$ cat src/sv/twdcc_pkg.sv
`default_nettype none
package twdcc_pkg;

  localparam int SETS_DEF      = 256;
  localparam int WAY_WORDS_DEF = 2048;

  localparam int ADDR_W   = 28;
  localparam int DATA_W   = 32;
  localparam int MASK_W   = 4;
  localparam int TAG_W    = 15;
  localparam int TAG_LSB  = 13;
  localparam int LINE_LSB = 5;
  localparam int WORD_LSB = 2;

  typedef struct packed {
    logic clear;
    logic accept;
    logic merge;
    logic wb_step;
    logic fill_step;
    logic look;
    logic finish;
  } cmd_t;

  typedef struct packed {
    logic clear_last;
    logic out_free;
  } stat_t;

  function automatic logic [DATA_W-1:0] merge_bytes(input logic [DATA_W-1:0] old_word,
                                                     input logic [DATA_W-1:0] new_word,
                                                     input logic [MASK_W-1:0] mask);
    logic [DATA_W-1:0] res;
    res = old_word;
    for (int k = 0; k < MASK_W; k++) begin
      if (mask[k]) begin
        res[8*k +: 8] = new_word[8*k +: 8];
      end
    end
    return res;
  endfunction

endpackage
`default_nettype wire

$ cat src/sv/twdcc_ctrl.sv
`default_nettype none
module twdcc_ctrl (
  input  wire logic              clk,
  input  wire logic              rst,
  input  wire logic              in_valid,
  output logic                   in_stall,
  input  twdcc_pkg::stat_t       stat,
  output twdcc_pkg::cmd_t        cmd
);

  typedef enum logic [2:0] {
    ST_CLEAR,
    ST_IDLE,
    ST_MERGE,
    ST_WBRD,
    ST_FILL,
    ST_LOOK,
    ST_FIN
  } state_t;

  state_t state;

  always_ff @(posedge clk) begin
    if (rst) begin
      state <= ST_CLEAR;
    end else begin
      unique case (state)
        ST_CLEAR: if (stat.clear_last) state <= ST_IDLE;
        ST_IDLE:  if (in_valid) state <= ST_MERGE;
        ST_MERGE: state <= ST_WBRD;
        ST_WBRD:  state <= ST_FILL;
        ST_FILL:  state <= ST_LOOK;
        ST_LOOK:  state <= ST_FIN;
        ST_FIN:   if (stat.out_free) state <= ST_IDLE;
        default:  state <= ST_CLEAR;
      endcase
    end
  end

  always_comb begin
    cmd = '0;
    unique case (state)
      ST_CLEAR: cmd.clear     = 1'b1;
      ST_IDLE:  cmd.accept    = in_valid;
      ST_MERGE: cmd.merge     = 1'b1;
      ST_WBRD:  cmd.wb_step   = 1'b1;
      ST_FILL:  cmd.fill_step = 1'b1;
      ST_LOOK:  cmd.look      = 1'b1;
      ST_FIN:   cmd.finish    = stat.out_free;
      default:  cmd = '0;
    endcase
  end

  assign in_stall = (state != ST_IDLE);

endmodule
`default_nettype wire

$ cat config.mk
export PLATFORM = sky130hd
export DESIGN_NAME = twdcc_ctrl
export DESIGN_NICKNAME = d
export VERILOG_FILES = /design/src/sv/twdcc_pkg.sv /design/src/sv/twdcc_ctrl.sv
export SDC_FILE = /design/constraint.sdc
export NUM_CORES = 1
export LEC_CHECK = 0
export BUFFER_PORTS_ARGS = -buffer_cell sky130_fd_sc_hd__buf_2
export CAP_MARGIN = 5
export CORE_AREA = 2 2 39 41
export DETAILED_ROUTE_END_ITERATION = 10
export DIE_AREA = 0 0 41 43
export GPL_ROUTABILITY_DRIVEN = 0
export GPL_TIMING_DRIVEN = 0
export PLACE_DENSITY = 0.43
export SKIP_CTS_REPAIR_TIMING = 1
export SKIP_LAST_GASP = 1
export SLEW_MARGIN = 20
export SYNTH_ARGS = -nofsm -noshare
export SYNTH_HDL_FRONTEND = slang
export SYNTH_SLANG_ARGS = --single-unit
$ cat constraint.sdc
create_clock -name clk -period 2.1 [get_ports clk]
set_input_delay 0.105 -clock clk [delete_from_list [all_inputs] [get_ports clk]]
set_output_delay 0.105 -clock clk [all_outputs]
set_load 0.02 [all_outputs]
# Yosys cells after proc, flatten, opt, wreduce, memory -nomap -nowiden
# Index checks and enable logic that the tools add are counted.
dict set report totals {
  regBits 3
  latch_bits 0
  mem_bits_rw 0
  rom_bits 0
  out_inout_bits 8
  memories 0
}
dict set report op_classes {
  n_addsub 0
  multipliers 0
  div 0
  order_cmp 0
  eq_ne 10
  shift 0
  n_mux 11
  bitwise_logic 0
  reduce_logical 2
}
# operator count
set ops {}
lappend ops {{one-hot mux 3 bit (7 select lines)} 1}
lappend ops {{== test 3 bit (second input constant)} 3}
lappend ops {{two-way mux 3 bit} 3}
lappend ops {{two-way mux 1 bit} 7}
lappend ops {{== test 3 x 2 -> 1 bit (second input constant)} 2}
lappend ops {{!= test 2 bit (second input constant)} 3}
lappend ops {{== test 3 x 1 -> 1 bit (second input constant)} 1}
lappend ops {{logical NOT 3 bit} 1}
lappend ops {{!= test 3 x 1 -> 1 bit (second input constant)} 1}
lappend ops {{AND reduction 3 bit} 1}

# Depth between registers and ports, before layout
dict set report depth {
  ltp_word 3
  mapped_depth 4
  mapped_depth_nobuf 3
}

# Worst setup path before layout
# No wires, ideal clock.
dict set report synth_path {
  path_type {register -> output}
  start {register state[2]}
  end {output port cmd[2] (netlist bit)}
  arrival_time_ns 1.036
  required_time_ns 1.995
  slack_ns 0.959
  stages_incl_launch_ff 3
  path_buffers 1
  cell_sequence {dfxtp_1 buf_2 nor3b_1}
}
# element line
set synth_rtl {}
lappend synth_rtl {{from (decl)} twdcc_ctrl.sv:21} ;# state_t state;
lappend synth_rtl {{from (signal assigned)} twdcc_ctrl.sv:25} ;# state <= ST_CLEAR;
lappend synth_rtl {{from (signal assigned)} twdcc_ctrl.sv:28} ;# ST_CLEAR: if (stat.clear_last) state <= ST_IDLE;
lappend synth_rtl {{from (signal assigned)} twdcc_ctrl.sv:29} ;# ST_IDLE: if (in_valid) state <= ST_MERGE;
lappend synth_rtl {{to (decl)} twdcc_ctrl.sv:8} ;# output twdcc_pkg::cmd_t cmd

==> flow_metrics.env <==
export IMPL_regMostFlops="state"
export IMPL_yosys_register_bits=3
export IMPL_synth_area_mux_share_pct=0
export IMPL_rows=14
export IMPL_synth_compound_area_share_pct=14.7
export IMPL_area_delta_synth_final_pct=44.7
export IMPL_synth_area_per_cell_um2=8.20
export IMPL_synth_top_family_by_area="simple AND/OR/NAND/NOR gates"
export IMPL_p_leak_nw=0.159
export IMPL_cap_violations=0
export IMPL_hp_class="primary input to register"
export IMPL_wl_per_cell_um=9.57
export IMPL_yosysSeqAreaShare_pct=25.3
export IMPL_yosysWarnings=0
export IMPL_cts_buffer_depth=2
export IMPL_yosysUniqueCellTypes=19
export IMPL_syn_inst=29
export IMPL_crit_path_end_kind="output pin"
export IMPL_dp_cells=57
export IMPL_largest_reg_flops=3
export IMPL_initial_utilization_pct=17.2
export IMPL_relSlewSlack_pct=84.4
export IMPL_drive_gt1_share_pct=51.1
export IMPL_cts_max_level=1
export IMPL_fmax_mhz=775
export IMPL_grt_pass1_wl_um=883
export IMPL_outcome="finished, final reports clean"
export IMPL_drtPass1Iterations=3
export IMPL_power_density_mw_per_mm2=675
export IMPL_cts_sinks=3
export IMPL_io_buffers=12
export IMPL_numCtsBuffers=3
export IMPL_fill_cells=159
export IMPL_finalClockSkew_ns=0.00203
export IMPL_cts_root_buf="clkbuf_4"
export IMPL_p_total_w=0.000232
export IMPL_fin_nets=51
export IMPL_crit_fanout=10
export IMPL_grt_pass1_vias=208
export IMPL_grt_overflow=0
export IMPL_period_needed_ns=1.29
export IMPL_fin_cells=61
export IMPL_synthAdderAreaFrac_pct=0
export IMPL_die_area_mm2=0.00176
export IMPL_rsz0062_at_grt="false"
export IMPL_critPathLaunchType="register"
export IMPL_grt_max_degree=11
export IMPL_routed_via_count=241
export IMPL_setup_tns_ns=0
export IMPL_final_common_cell="buf_2"
export IMPL_yosys_area_share_xor_xnor_pct=0
export IMPL_avgViaCountPerCell=3.95
export IMPL_syn_cell_area_um2=238
export IMPL_die_y_um=43
export IMPL_ir_drop_uv=354
export IMPL_syn_num_nets=34
export IMPL_die_w_um=41
export IMPL_grt_util_all_layers_pct=7.92
export IMPL_wirelength_um=584
export IMPL_fin_util_pct=24.9
export IMPL_reg_top3="state: 3 flops"
export IMPL_post_route_period_util_pct=61.5
export IMPL_synthSimpleGateAreaFrac_pct=45.3
export IMPL_setup_viol=0
export IMPL_hold_viol_final=0
export IMPL_ant_nets=0
export IMPL_grt_antenna_before_repair=0
export IMPL_cts_tree="done"
export IMPL_layout_common_cells="13 x buf_2, 4 x nand2_1, 3 x nor3_1, 3 x clkbuf_4, 3 x dfxtp_1"
export IMPL_finalMaxSlewViolations=0
export IMPL_drtIter0Drc=4
export IMPL_drc_errors=0
export IMPL_timing_worst_setup_path_type="register to output pin"
export IMPL_n_antenna_cell=0
export IMPL_io_pins=13
export IMPL_cp_required_ns=2.00
export IMPL_clkTransAtPathRegs_ns=0.03
export IMPL_worstSkewPairLatency_ns=0.23
export IMPL_core_mm2=0.00138
export IMPL_arrival_ns=1.19
export IMPL_tightestPinTransition_ns=0.232
==> Yosys cell counts <==
| cell type | count | share of area, % |
|---|---|---|
| a21oi_1 | 1 | 2.1 |
| a21oi_2 | 1 | 3.7 |
| and3_1 | 2 | 5.3 |
| buf_2 | 1 | 2.1 |
| buf_6 | 2 | 9.5 |
| dfxtp_1 | 3 | 25 |
| inv_1 | 1 | 1.6 |
| inv_2 | 1 | 1.6 |
| nand2_1 | 4 | 6.3 |
| nand3b_1 | 1 | 3.2 |
| nor2_1 | 1 | 1.6 |
| nor3_1 | 3 | 6.3 |
| nor3b_1 | 1 | 3.2 |
| nor4_2 | 2 | 11 |
| nor4b_2 | 1 | 6.3 |
| o211ai_1 | 1 | 3.2 |
| o21ai_0 | 1 | 2.1 |
| o31a_1 | 1 | 3.7 |
| or2_1 | 1 | 2.6 |
==> critical path, cell delays in order (launching register included) <==
cell and delay, ns:
dfxtp_1 0.31, buf_2 0.18, or2_1 0.27, inv_1 0.06, buf_2 0.15
==> path summary, 6_finish.rpt <==
kind / from / end / slack [ns] / cells past startpoint
setup reg to reg: state[2] / state[0] / 1.12 / 3
hold reg to reg: state[2] / state[0] / 0.57 / 2
hold / removal: rst / state[2] / 0.09 / 2
setup / recovery: state[2] / cmd[3] / 0.81 / 4
==> layout make-up <==
type | count | area, um2 | area share [%]
Sequential cell | 3 | 60.1 | 17.5
Clock buffer | 4 | 26.3 | 7.64
Inverter | 2 | 7.51 | 2.18
Tap cell | 16 | 20.0 | 5.82
Multi-Input combinational cell | 21 | 143 | 41.5
Buffer | 3 | 27.5 | 8.00
Timing Repair Buffer | 12 | 60.1 | 17.5
==> stage by stage <==
stage / hold WS, ns / instance area (um2) / setup WS [ns]
after global placement: 0.323 / 318 / 1.04
after CTS: 0.0755 / 344 / 0.790
after detailed placement: 0.323 / 318 / 1.05
after floorplan: 0.167 / 238 / 0.959
final: 0.0863 / 344 / 0.809
after global routing: 0.0790 / 344 / 0.691
==> report_power, final <==
| group | total [W] | switching (W) | internal (W) | leakage [nW] |
|---|---|---|---|---|
| combinational | 0.0000666 | 0.0000388 | 0.0000278 | 0.119 |
| clock | 0.0000992 | 0.0000282 | 0.0000711 | 0.0150 |
| sequential | 0.0000666 | 0.00000481 | 0.0000618 | 0.0246 |
==> layer usage <==
layer  share of wire (%)  track usage, %  up-vias
li1                    -               -      133
met1                  54            10.9       99
met2                  40            8.44        9
met3                 6.0            6.28        0
met4                   0            4.00        0
met5                   0               0        -
==> cell families (layout without fill, tap and decap cells) <==
family | count (synthesis) | in the layout
AO/OA/AOI/OAI | 5 | 5
flip-flops | 3 | 3
AND/OR/NAND/NOR | 16 | 16
buffers and inverters | 5 | 21
Note: power is estimated with default switching activity, not from simulation.
